[src/design/shabs_pkg.sv]
// ----------------------------------------------------------------------------
// shabs_pkg
// Shared types, constants and round functions of the SHA-256 byte hasher.
// ----------------------------------------------------------------------------
package shabs_pkg;

  localparam int unsigned QUEUE_DEPTH   = 4;
  localparam int unsigned BLOCK_BYTES   = 64;
  localparam int unsigned LENGTH_OFFSET = 56;
  localparam int unsigned ROUNDS        = 64;
  localparam logic [7:0]  PAD_BYTE      = 8'h80;

  localparam logic [5:0] LAST_BYTE_POS = 6'(BLOCK_BYTES - 1);
  localparam logic [5:0] LENGTH_POS    = 6'(LENGTH_OFFSET);
  localparam logic [5:0] LAST_ROUND    = 6'(ROUNDS - 1);
  localparam logic [2:0] LAST_WORD_POS = 3'd7;

  typedef enum logic {
    OP_APPEND = 1'b0,
    OP_FINISH = 1'b1
  } op_t;

  typedef struct packed {
    op_t        op;
    logic [7:0] data;
  } cmd_t;

  typedef enum logic [2:0] {
    ST_IDLE,
    ST_PAD,
    ST_ROUND,
    ST_FOLD,
    ST_OUT
  } eng_state_t;

  function automatic logic [31:0] iv_word(input logic [2:0] idx);
    logic [31:0] r;
    case (idx)
      3'd0:    r = 32'h6a09e667;
      3'd1:    r = 32'hbb67ae85;
      3'd2:    r = 32'h3c6ef372;
      3'd3:    r = 32'ha54ff53a;
      3'd4:    r = 32'h510e527f;
      3'd5:    r = 32'h9b05688c;
      3'd6:    r = 32'h1f83d9ab;
      default: r = 32'h5be0cd19;
    endcase
    return r;
  endfunction

  function automatic logic [31:0] round_k(input logic [5:0] idx);
    logic [31:0] r;
    case (idx)
      6'd0:  r = 32'h428a2f98;  6'd1:  r = 32'h71374491;
      6'd2:  r = 32'hb5c0fbcf;  6'd3:  r = 32'he9b5dba5;
      6'd4:  r = 32'h3956c25b;  6'd5:  r = 32'h59f111f1;
      6'd6:  r = 32'h923f82a4;  6'd7:  r = 32'hab1c5ed5;
      6'd8:  r = 32'hd807aa98;  6'd9:  r = 32'h12835b01;
      6'd10: r = 32'h243185be;  6'd11: r = 32'h550c7dc3;
      6'd12: r = 32'h72be5d74;  6'd13: r = 32'h80deb1fe;
      6'd14: r = 32'h9bdc06a7;  6'd15: r = 32'hc19bf174;
      6'd16: r = 32'he49b69c1;  6'd17: r = 32'hefbe4786;
      6'd18: r = 32'h0fc19dc6;  6'd19: r = 32'h240ca1cc;
      6'd20: r = 32'h2de92c6f;  6'd21: r = 32'h4a7484aa;
      6'd22: r = 32'h5cb0a9dc;  6'd23: r = 32'h76f988da;
      6'd24: r = 32'h983e5152;  6'd25: r = 32'ha831c66d;
      6'd26: r = 32'hb00327c8;  6'd27: r = 32'hbf597fc7;
      6'd28: r = 32'hc6e00bf3;  6'd29: r = 32'hd5a79147;
      6'd30: r = 32'h06ca6351;  6'd31: r = 32'h14292967;
      6'd32: r = 32'h27b70a85;  6'd33: r = 32'h2e1b2138;
      6'd34: r = 32'h4d2c6dfc;  6'd35: r = 32'h53380d13;
      6'd36: r = 32'h650a7354;  6'd37: r = 32'h766a0abb;
      6'd38: r = 32'h81c2c92e;  6'd39: r = 32'h92722c85;
      6'd40: r = 32'ha2bfe8a1;  6'd41: r = 32'ha81a664b;
      6'd42: r = 32'hc24b8b70;  6'd43: r = 32'hc76c51a3;
      6'd44: r = 32'hd192e819;  6'd45: r = 32'hd6990624;
      6'd46: r = 32'hf40e3585;  6'd47: r = 32'h106aa070;
      6'd48: r = 32'h19a4c116;  6'd49: r = 32'h1e376c08;
      6'd50: r = 32'h2748774c;  6'd51: r = 32'h34b0bcb5;
      6'd52: r = 32'h391c0cb3;  6'd53: r = 32'h4ed8aa4a;
      6'd54: r = 32'h5b9cca4f;  6'd55: r = 32'h682e6ff3;
      6'd56: r = 32'h748f82ee;  6'd57: r = 32'h78a5636f;
      6'd58: r = 32'h84c87814;  6'd59: r = 32'h8cc70208;
      6'd60: r = 32'h90befffa;  6'd61: r = 32'ha4506ceb;
      6'd62: r = 32'hbef9a3f7;  default: r = 32'hc67178f2;
    endcase
    return r;
  endfunction

  function automatic logic [31:0] big_sigma0(input logic [31:0] x);
    return {x[1:0], x[31:2]} ^ {x[12:0], x[31:13]} ^ {x[21:0], x[31:22]};
  endfunction

  function automatic logic [31:0] big_sigma1(input logic [31:0] x);
    return {x[5:0], x[31:6]} ^ {x[10:0], x[31:11]} ^ {x[24:0], x[31:25]};
  endfunction

  function automatic logic [31:0] small_sigma0(input logic [31:0] x);
    return {x[6:0], x[31:7]} ^ {x[17:0], x[31:18]} ^ {3'b000, x[31:3]};
  endfunction

  function automatic logic [31:0] small_sigma1(input logic [31:0] x);
    return {x[16:0], x[31:17]} ^ {x[18:0], x[31:19]} ^ {10'b0, x[31:10]};
  endfunction

endpackage

[src/design/shabs_front.sv]
// ----------------------------------------------------------------------------
// shabs_front
// Accepts input items, tags them as append or finish commands and holds
// them in a small queue for the hash engine.
// ----------------------------------------------------------------------------
module shabs_front #(
  parameter int unsigned Depth = shabs_pkg::QUEUE_DEPTH
) (
  input  logic                clk,
  input  logic                rst,
  input  logic                in_valid,
  output logic                in_stall,
  input  logic                action,
  input  logic [7:0]          data_byte,
  output logic                q_valid,
  output shabs_pkg::cmd_t     q_cmd,
  input  logic                q_pop
);
  import shabs_pkg::*;

  localparam int unsigned PtrW = (Depth > 1) ? $clog2(Depth) : 1;
  localparam int unsigned CntW = $clog2(Depth + 1);
  localparam logic [PtrW-1:0] LastPtr = PtrW'(Depth - 1);
  localparam logic [CntW-1:0] FullCnt = CntW'(Depth);

  cmd_t            queue_mem [Depth];
  logic [PtrW-1:0] wr_ptr;
  logic [PtrW-1:0] rd_ptr;
  logic [CntW-1:0] count;
  logic [CntW-1:0] count_next;
  logic            push;
  cmd_t            cmd_in;

  assign in_stall = (count == FullCnt);
  assign push     = in_valid && !in_stall;
  assign q_valid  = (count != '0);
  assign q_cmd    = queue_mem[rd_ptr];

  always_comb begin
    cmd_in.op   = action ? OP_FINISH : OP_APPEND;
    cmd_in.data = data_byte;
  end

  always_comb begin
    count_next = count;
    if (push && !q_pop) begin
      count_next = count + CntW'(1);
    end else if (!push && q_pop) begin
      count_next = count - CntW'(1);
    end
  end

  always_ff @(posedge clk) begin
    if (rst) begin
      wr_ptr <= '0;
      rd_ptr <= '0;
      count  <= '0;
    end else begin
      count <= count_next;
      if (push) begin
        wr_ptr <= (wr_ptr == LastPtr) ? '0 : wr_ptr + PtrW'(1);
      end
      if (q_pop) begin
        rd_ptr <= (rd_ptr == LastPtr) ? '0 : rd_ptr + PtrW'(1);
      end
    end
  end

  always_ff @(posedge clk) begin
    if (push) begin
      queue_mem[wr_ptr] <= cmd_in;
    end
  end

endmodule

[src/design/shabs_engine.sv]
// ----------------------------------------------------------------------------
// shabs_engine
// Packs bytes into the 16-word block window, pads on finish, runs one
// SHA-256 round per cycle and shifts the digest out through a register.
// ----------------------------------------------------------------------------
module shabs_engine (
  input  logic                clk,
  input  logic                rst,
  input  logic                q_valid,
  input  shabs_pkg::cmd_t     q_cmd,
  output logic                q_pop,
  output logic                out_valid,
  input  logic                out_stall,
  output logic [31:0]         digest_word,
  output logic [2:0]          word_index,
  output logic                last_word
);
  import shabs_pkg::*;

  eng_state_t  state;
  eng_state_t  state_next;

  logic [5:0]  fill;
  logic [63:0] message_bits;
  logic        finishing;
  logic        last_block;
  logic [5:0]  rnd;
  logic [2:0]  out_idx;
  logic [31:0] w [16];
  logic [31:0] v [8];
  logic [31:0] h [8];

  // decoded controls
  logic        take;
  logic        byte_we;
  logic [7:0]  byte_val;
  logic        len_we;
  logic        start_block;
  logic        final_block;
  logic        load_out;

  // round datapath
  logic [31:0] t1;
  logic [31:0] t2;
  logic [31:0] ch;
  logic [31:0] maj;
  logic [31:0] sched_new;

  assign take     = (state == ST_IDLE) && q_valid;
  assign q_pop    = take;
  assign load_out = (state == ST_OUT) && (!out_valid || !out_stall);

  always_comb begin
    state_next = state;
    unique case (state)
      ST_IDLE: begin
        if (take) begin
          if (fill == LAST_BYTE_POS) begin
            state_next = ST_ROUND;
          end else if (q_cmd.op == OP_FINISH) begin
            state_next = ST_PAD;
          end
        end
      end
      ST_PAD: begin
        if (fill == LENGTH_POS || fill == LAST_BYTE_POS) begin
          state_next = ST_ROUND;
        end
      end
      ST_ROUND: begin
        if (rnd == LAST_ROUND) begin
          state_next = ST_FOLD;
        end
      end
      ST_FOLD: begin
        if (last_block) begin
          state_next = ST_OUT;
        end else if (finishing) begin
          state_next = ST_PAD;
        end else begin
          state_next = ST_IDLE;
        end
      end
      ST_OUT: begin
        if (load_out && out_idx == LAST_WORD_POS) begin
          state_next = ST_IDLE;
        end
      end
      default: state_next = ST_IDLE;
    endcase
  end

  always_comb begin
    byte_we     = 1'b0;
    byte_val    = 8'h00;
    len_we      = 1'b0;
    start_block = 1'b0;
    final_block = 1'b0;
    unique case (state)
      ST_IDLE: begin
        if (take) begin
          byte_we     = 1'b1;
          byte_val    = (q_cmd.op == OP_FINISH) ? PAD_BYTE : q_cmd.data;
          start_block = (fill == LAST_BYTE_POS);
        end
      end
      ST_PAD: begin
        if (fill == LENGTH_POS) begin
          len_we      = 1'b1;
          start_block = 1'b1;
          final_block = 1'b1;
        end else begin
          byte_we     = 1'b1;
          start_block = (fill == LAST_BYTE_POS);
        end
      end
      ST_ROUND, ST_FOLD, ST_OUT: begin
      end
      default: begin
      end
    endcase
  end

  always_comb begin
    ch        = (v[4] & v[5]) ^ (~v[4] & v[6]);
    maj       = (v[0] & v[1]) ^ (v[0] & v[2]) ^ (v[1] & v[2]);
    t1        = v[7] + big_sigma1(v[4]) + ch + round_k(rnd) + w[0];
    t2        = big_sigma0(v[0]) + maj;
    sched_new = small_sigma1(w[14]) + w[9] + small_sigma0(w[1]) + w[0];
  end

  // control and hash state
  always_ff @(posedge clk) begin
    if (rst) begin
      state        <= ST_IDLE;
      fill         <= '0;
      message_bits <= '0;
      finishing    <= 1'b0;
      last_block   <= 1'b0;
      rnd          <= '0;
      out_idx      <= '0;
      out_valid    <= 1'b0;
      for (int i = 0; i < 8; i++) begin
        h[i] <= iv_word(3'(i));
      end
    end else begin
      state <= state_next;
      if (byte_we) begin
        fill <= fill + 6'd1;
      end
      if (take) begin
        if (q_cmd.op == OP_APPEND) begin
          message_bits <= message_bits + 64'd8;
        end else begin
          finishing <= 1'b1;
        end
      end
      if (start_block) begin
        last_block <= final_block;
        rnd        <= '0;
      end else if (state == ST_ROUND) begin
        rnd <= rnd + 6'd1;
      end
      if (state == ST_FOLD) begin
        for (int i = 0; i < 8; i++) begin
          h[i] <= h[i] + v[i];
        end
      end
      out_valid <= load_out || (out_valid && out_stall);
      if (load_out) begin
        out_idx <= out_idx + 3'd1;
        if (out_idx == LAST_WORD_POS) begin
          // restart for the next message
          for (int i = 0; i < 8; i++) begin
            h[i] <= iv_word(3'(i));
          end
          fill         <= '0;
          message_bits <= '0;
          finishing    <= 1'b0;
          last_block   <= 1'b0;
        end
      end
    end
  end

  // block window, working variables and digest register
  always_ff @(posedge clk) begin
    if (state == ST_ROUND) begin
      for (int i = 0; i < 15; i++) begin
        w[i] <= w[i+1];
      end
      w[15] <= sched_new;
      v[7]  <= v[6];
      v[6]  <= v[5];
      v[5]  <= v[4];
      v[4]  <= v[3] + t1;
      v[3]  <= v[2];
      v[2]  <= v[1];
      v[1]  <= v[0];
      v[0]  <= t1 + t2;
    end else begin
      if (byte_we) begin
        w[fill[5:2]][{~fill[1:0], 3'b000} +: 8] <= byte_val;
      end
      if (len_we) begin
        w[14] <= message_bits[63:32];
        w[15] <= message_bits[31:0];
      end
      if (start_block) begin
        for (int i = 0; i < 8; i++) begin
          v[i] <= h[i];
        end
      end
    end
    if (load_out) begin
      digest_word <= h[out_idx];
      word_index  <= out_idx;
      last_word   <= (out_idx == LAST_WORD_POS);
    end
  end

endmodule

[src/design/sha256_byte_stream_hasher.sv]
// ----------------------------------------------------------------------------
// sha256_byte_stream_hasher
// SHA-256 over a byte stream, one byte or finish command per input item.
// ----------------------------------------------------------------------------
// Input channel (in_valid / in_stall): action 0 appends data_byte to the
// message, action 1 finishes it. Items go into a short command queue, so
// the sender can keep going while the engine compresses a block.
// Output channel (out_valid / out_stall): on finish, eight items carry the
// digest, word 0 first, word_index 0..7, last_word set on word 7.
// Timing: an accepted item is written into the queue memory and count
// registers before the engine sees it. An appended byte is taken in
// ST_IDLE; the 64th byte of a block then starts the rounds (ST_ROUND) and
// the fold (ST_FOLD), run by the single shared round unit. A finish
// writes the 0x80 byte, then zero pad bytes (up to 63), then loads the
// length; each padding block (one or two blocks) runs the rounds and the
// fold, then the eight digest words are loaded into the output register.
// After the last one is loaded the block restarts with the initial hash
// for a new message. If the receiver stalls, the current word holds and
// the engine waits; the queue then fills and in_stall rises.
// Reset (rst, synchronous) empties the queue and restarts the message.
// ----------------------------------------------------------------------------
module sha256_byte_stream_hasher #(
  parameter int unsigned QueueDepth = shabs_pkg::QUEUE_DEPTH
) (
  input  logic        clk,
  input  logic        rst,
  input  logic        in_valid,
  output logic        in_stall,
  input  logic        action,
  input  logic [7:0]  data_byte,
  output logic        out_valid,
  input  logic        out_stall,
  output logic [31:0] digest_word,
  output logic [2:0]  word_index,
  output logic        last_word
);
  import shabs_pkg::*;

  logic q_valid;
  logic q_pop;
  cmd_t q_cmd;

  shabs_front #(
    .Depth(QueueDepth)
  ) u_front (
    .clk      (clk),
    .rst      (rst),
    .in_valid (in_valid),
    .in_stall (in_stall),
    .action   (action),
    .data_byte(data_byte),
    .q_valid  (q_valid),
    .q_cmd    (q_cmd),
    .q_pop    (q_pop)
  );

  shabs_engine u_engine (
    .clk        (clk),
    .rst        (rst),
    .q_valid    (q_valid),
    .q_cmd      (q_cmd),
    .q_pop      (q_pop),
    .out_valid  (out_valid),
    .out_stall  (out_stall),
    .digest_word(digest_word),
    .word_index (word_index),
    .last_word  (last_word)
  );

endmodule
[config.mk]
export PLATFORM = sky130hd
export DESIGN_NAME = sha256_byte_stream_hasher
export DESIGN_NICKNAME = d
export VERILOG_FILES = /design/src/design/shabs_pkg.sv /design/src/design/shabs_front.sv /design/src/design/shabs_engine.sv /design/src/design/sha256_byte_stream_hasher.sv
export SDC_FILE = /design/constraint.sdc
export NUM_CORES = 2
export LEC_CHECK = 0
export BUFFER_PORTS_ARGS = -buffer_cell sky130_fd_sc_hd__buf_2
export CORE_ASPECT_RATIO = 1.5
export CORE_MARGIN = 1
export CORE_UTILIZATION = 55
export CTS_CLUSTER_DIAMETER = 150
export DETAILED_ROUTE_END_ITERATION = 8
export GPL_TIMING_DRIVEN = 0
export PLACE_DENSITY = 0.71
export SYNTH_ARGS = -nofsm -noshare
export SYNTH_HDL_FRONTEND = slang
export SYNTH_HIERARCHICAL = 1
export SYNTH_SLANG_ARGS = --single-unit
[constraint.sdc]
create_clock -name clk -period 10.64 [get_ports clk]
set_input_delay 1.596 -clock clk [delete_from_list [all_inputs] [get_ports clk]]
set_output_delay 1.596 -clock clk [all_outputs]
set_load 0.02 [all_outputs]
## Word level (Yosys, flattened, before mapping)

Memories as Yosys holds them, arrays and structs flattened. A register that Yosys moved wholly into a read port is not among the register bits.
Index checks and enable logic that the tools add are counted.

- Input bits: 13
- Output and inout port bits: 38
- Register bits after elaboration: 96
- Memories kept: 5
- Word-level logic and storage cells: 254
- Bits in read-only memories: 2048
- Memory bits (writable): 1060

- Shift operators: 2
- Reduce and logical (&&, ||, !) cells: 21
- Bitwise logic cells: 44
- Add/sub/neg operators: 27
- Equal/unequal tests: 16
- Muxes and demuxes: 126

Memory list:

| name | words | bits a word | rd ports | clocked after memory_dff | wr ports | RTL line | RTL |
|---|---|---|---|---|---|---|---|
| (no name shown) | 64 | 32 | 1 | 1 | 0 | shabs_pkg.sv:53 | `case (idx)` |
| u_engine.w | 16 | 32 | 16 | 0 | 16 | shabs_engine.sv:29 | `logic [31:0] w [16];` |
| u_engine.h | 8 | 32 | 9 | 1 | 8 | shabs_engine.sv:31 | `logic [31:0] h [8];` |
| u_engine.v | 8 | 32 | 8 | 0 | 8 | shabs_engine.sv:30 | `logic [31:0] v [8];` |
| u_front.queue_mem | 4 | 9 | 1 | 1 | 1 | shabs_front.sv:26 | `cmd_t queue_mem [Depth];` |

Operators with widths:

| kind | number |
|---|---|
| $mux W32 | 61 |
| $add A32 B32 Y32 | 18 |
| $xor A32 B32 Y32 | 9 |
| $mux W64 | 4 |
| $and A32 B32 Y32 | 5 |
| $add A64 B4 Y64 const B | 1 |
| $mux W1 | 36 |
| $not A32 Y32 | 1 |
| $reduce_or A32 Y1 | 1 |
| $shift A8 B7 Y32 const A | 1 |
| $shiftx A8 B7 Y32 | 1 |
| $xor A32 B22 Y32 | 1 |
| $xor A32 B29 Y32 | 1 |
| $mux W6 | 5 |
| $mux W3 | 9 |
| $or A1 B1 Y1 | 26 |
| $mux W8 | 3 |
| $eq A6 B6 Y1 const B | 3 |
| $pmux W3 S5 | 1 |
| $add A6 B1 Y6 const B | 2 |
| $eq A3 B3 Y1 const B | 3 |
| $mux W2 | 4 |
| $logic_and A1 B1 Y1 | 7 |
| $neg A5 Y7 | 1 |
| 19 further kinds | 32 |

## Longest topological paths before layout

- Word-level depth: 9
- Mapped depth: 36
- Mapped depth without buffers: 35

## Hierarchy

Netlist, hierarchy kept.

By module, submodules not included:

| module | area each (µm²) | cells an instance | sequential area each (µm²) | instances |
|---|---|---|---|---|
| shabs_engine | 75356.0 | 7922 | 32831.5 | 1 |
| shabs_front | 1789.2 | 97 | 1261.2 | 1 |

## Worst setup path after synthesis

OpenSTA, ideal clock, no wires.

- Path type: flip-flop to flip-flop
- Start: register u_engine.fill[0]
- End: memory u_engine.v[0][0] (enable)
- Stages on the path, launching flop included: 10
- Buffers on the path: 3
- Required time: 8690 ps
- Setup time: 1950 ps
- Arrival time: 6245 ps
- Clock period less this slack: 8195 ps
- Setup slack: 2445 ps
- Cells stage by stage: dfxtp_1 > clkbuf_1 > inv_1 > ha_1 > a22o_1 > a22o_1 > nand2_1 > clkbuf_1 > clkbuf_1 > nand2_1

RTL lines:

| what | RTL line | RTL |
|---|---|---|
| start: declaration | shabs_engine.sv:23 | `logic [5:0] fill;` |
| start signal: assignment | shabs_engine.sv:149 | `fill <= fill + 6'd1;` |
| end: declaration | shabs_engine.sv:30 |  |

==> flow_summary.ini <==
[layout]
syn2layout_area_growth_pct = 9.35
design_area_sq_mm = 0.0844
fin_cells = 10200
drive_gt1_share_pct = 5.81
nNetsFinal = 8823

[global_route]
grt_first_pass_wirelength_mm = 442
grt_remaining_overflow = 0
grt_max_degree = 59
antenna_found_initial = 12
grt_pass1_vias = 63811
grt_usage_pct = 44.3

[pwr]
share_comb_of_total_power_pct = 34.8
leakagePower_nw = 33.0
intPower_mw = 10.2
p_sw_mw = 5.48
p_total_mw = 15.6
p_clk_share_pct = 29.4
sequentialPowerShare_pct = 35.8
powerDensity_mw_per_mm2 = 185
p_sw_share_pct = 35.1
ir_worst_vdd_mv = 0.191

[synthesis]
synth_warnings = 6
yosys.area.top_type = edfxtp_1
synth_edf_count = 968
syn-num-nets = 8632
synth_seq_cells = 1219
ys_top_cells_by_area = edfxtp_1 (38%), nand2_1 (8.5%), ha_1 (6.6%)
ys_async_sr_fraction_pct = 0
avgSynthCellArea_sq_um = 9.62
synth_cell_types = 100
synth_area_sq_mm = 0.0771
synth_cells = 8019
yosys.area.top_type_share_pct = 37.7
dominantRegCellSynth = edfxtp_1
ys_seq_area_share_pct = 44.2

[clock_tree]
postCtsSetupBuffers = 0
cts-hold-fix-buffers = 0
cts_root_buf = clkbuf_16
insertion_delay_ns = 0.84
post_cts_resized = 0
h-tree-depth = 3
clockBufferDepth = 3
clk_pin_slew_ns = 0.07
cts_tree = built
cts_sinks = 1219
cts_buffers = 121

[floorplan]
die_h_um = 461
core_area_sq_mm = 0.139
die_area_sq_mm = 0.142
rows = 168
chipWidth_um = 308
initial_core_util_pct = 55.4
pin_count = 51

[placement]
gp_congestion = 1.08
place_inst = 9956
place_area_sq_mm = 0.0801
io_buffers = 49
dpl.hpwl_mm = 248

[setup_path]
max_stage_delay_ns = 0.92
startpoint_type = flip-flop
crit_fanout = 5
end_kind = flip-flop
required_ns = 11.17
crit_top_cell = inv_1
cp_data_arrival_time_ns = 10.91
worstSetupPathType = flip-flop to flip-flop
critical-path-slowest-cell = a311oi_1

[detailed_routing]
antenna_left = 0
vias = 64508
via_per_inst = 6.32
wl_per_cell_um = 30.9
wl_mm = 315
route.detailed.drc = 0
drt_pass1_iterations = 9
drt_iter0_drc = 6500

[timing]
rsz0062_at_grt = false
skew_ns = 0.0789
fin_crit_sh_pct = 97.5
fmax_ghz = 0.0963
period_minus_slack_ns = 10.38
finalHoldViolCount = 0
timing.hold.ws_ns = 0.473
slew_viol_final = 60
slew_headroom_pct = -10.8
worstMarginPinSlew_ns = 1.65
tns_ns = 0
setup-violations-final = 0

[flow_run]
cap_violations = 8

[status]
status = finished with violations
failed_checks = capacitance limit, slew limit

[hold_path]
worstHoldPathType = flip-flop to flip-flop
-- worst paths after layout --
path | cells past startpoint | slack [ns] | from | end
worst max-delay path | 31 | 0.26 | u_engine/v[1][8] | u_engine/v[0][28]
worst min-delay path | 2 | 0.47 | u_engine/w[10][17] | u_engine/w[9][17]
worst max register to register | 31 | 0.26 | u_engine/v[1][8] | u_engine/v[0][28]
worst min register to register | 2 | 0.47 | u_engine/w[10][17] | u_engine/w[9][17]
-- cells by family (layout without fill, tap and decap cells) --
family / count (synthesis) / in the layout / share of synthesized area (%)
muxes: 152 / 152 / 3.25
DFF: 1219 / 1219 / 44.2
adders and majority gates: 612 / 612 / 11.8
xor gates and xnor gates: 629 / 629 / 7.14
other: 0 / 14 / 0
buffers and inverters: 719 / 1016 / 3.59
AOI/OAI and AO/OA: 1966 / 1966 / 15.2
and+or+nand+nor: 2722 / 2722 / 14.9
-- metrics by stage --
| stage | util (%) | setup WS [ns] |
|---|---|---|
| 6_report | 60.5 | 0.261 |
| 3_3_place_gp | 57.2 | -3.81 |
| 3_5_place_dp | 57.5 | 0.595 |
| 4_1_cts | 60.5 | 0.551 |
| 2_1_floorplan | - | 2.44 |
| 5_1_grt | 60.5 | 0.269 |
-- power groups by stage --
stage / clock network [mW] / logic [mW] / registers (mW)
6_report: 4.60 / 5.45 / 5.59
3_3_place_gp: 0 / 5.20 / 5.69
4_1_cts: 4.62 / 5.33 / 5.59
3_5_place_dp: 0 / 5.30 / 5.69
2_1_floorplan: 0 / 3.87 / 5.60
5_1_grt: 4.79 / 5.95 / 5.59
-- critical path, delay by kind of cell (launching register included) --
family | cells | cell delay [ns]
simple gates | 3 | 0.58
xor+xnor | 4 | 1.24
compound gates | 12 | 4.40
fa+ha+maj | 6 | 2.60
buf+inv | 6 | 0.86
flops | 1 | 0.39
-- cells in the mapped netlist (15+ instances only) --
library cell	n
xor2_1	221
o31ai_1	22
mux2i_1	24
nor2b_1	38
ha_1	404
buf_1	24
o22ai_1	15
o211ai_1	60
clkbuf_1	365
a211oi_1	57
edfxtp_1	968
and2_1	28
nand3_1	120
a21o_1	180
a31oi_1	52
nand2_1	1756
mux4_2	73
nand4_1	22
nor3_1	94
buf_2	21
or3_1	45
inv_1	299
xnor2_1	408
nand2b_1	69
mux2_2	55
and3_1	55
a21oi_1	459
nor2_1	416
o21a_1	54
o21bai_1	43
o21ai_0	831
fa_1	196
dfxtp_1	251
-- placed cells by master, fill, tap and decap left out, drive strengths merged, types with 17 or more instances in the layout --
| cell | instances |
|---|---|
| inv | 303 |
| fa | 196 |
| o211ai | 60 |
| mux4 | 73 |
| ha | 404 |
| and3 | 56 |
| a211oi | 57 |
| or3 | 45 |
| nor2 | 418 |
| buf | 117 |
| nor2b | 38 |
| xor2 | 221 |
| nor3 | 96 |
| bufinv | 17 |
| edfxtp | 968 |
| mux2i | 24 |
| nand4 | 22 |
| clkbuf | 518 |
| and2 | 29 |
| nand3 | 121 |
| a21o | 180 |
| o31ai | 23 |
| dfxtp | 251 |
| a31oi | 52 |
| a21oi | 460 |
| o21a | 54 |
| nand2b | 69 |
| o21ai | 837 |
| mux2 | 55 |
| xnor2 | 408 |
| clkinv | 51 |
| o21bai | 43 |
| nand2 | 1757 |
-- registers in the layout, indices dropped and copies added, names as in the netlist, 6 cells and up, named ones only --
signal and cells:
u_engine/h 256, u_engine/digest_word 32, u_front/queue_mem 36, u_engine/v 256
u_engine/fill 6, u_engine/w 512, u_engine/message_bits 61, u_engine/rnd 6
-- metal layers --
layer	GRT usage (%)	wire, um	share of wire, %	vias to the layer above
met2	75.3	153000	48	3386
li1	-	-	-	28658
met4	52.8	45000	14	4
met3	8.37	21800	6.9	1425
met1	41.3	95600	30	31035
met5	0	27	0.0086	-
-- layout make-up --
| type | instances | area (sq um) |
|---|---|---|
| diodes | 14 | 35.0 |
| plain buffers | 414 | 1620 |
| clock inverters | 76 | 957 |
| well taps | 1870 | 2340 |
| fillers | 11781 | 55000 |
| repair buffers | 68 | 574 |
| flip-flops and latches | 1219 | 34100 |
| clock buffers | 153 | 3230 |
| inverters | 305 | 1160 |
| multi-input cells | 6081 | 40300 |
No activity file was read; power rests on OpenSTA's default activity.
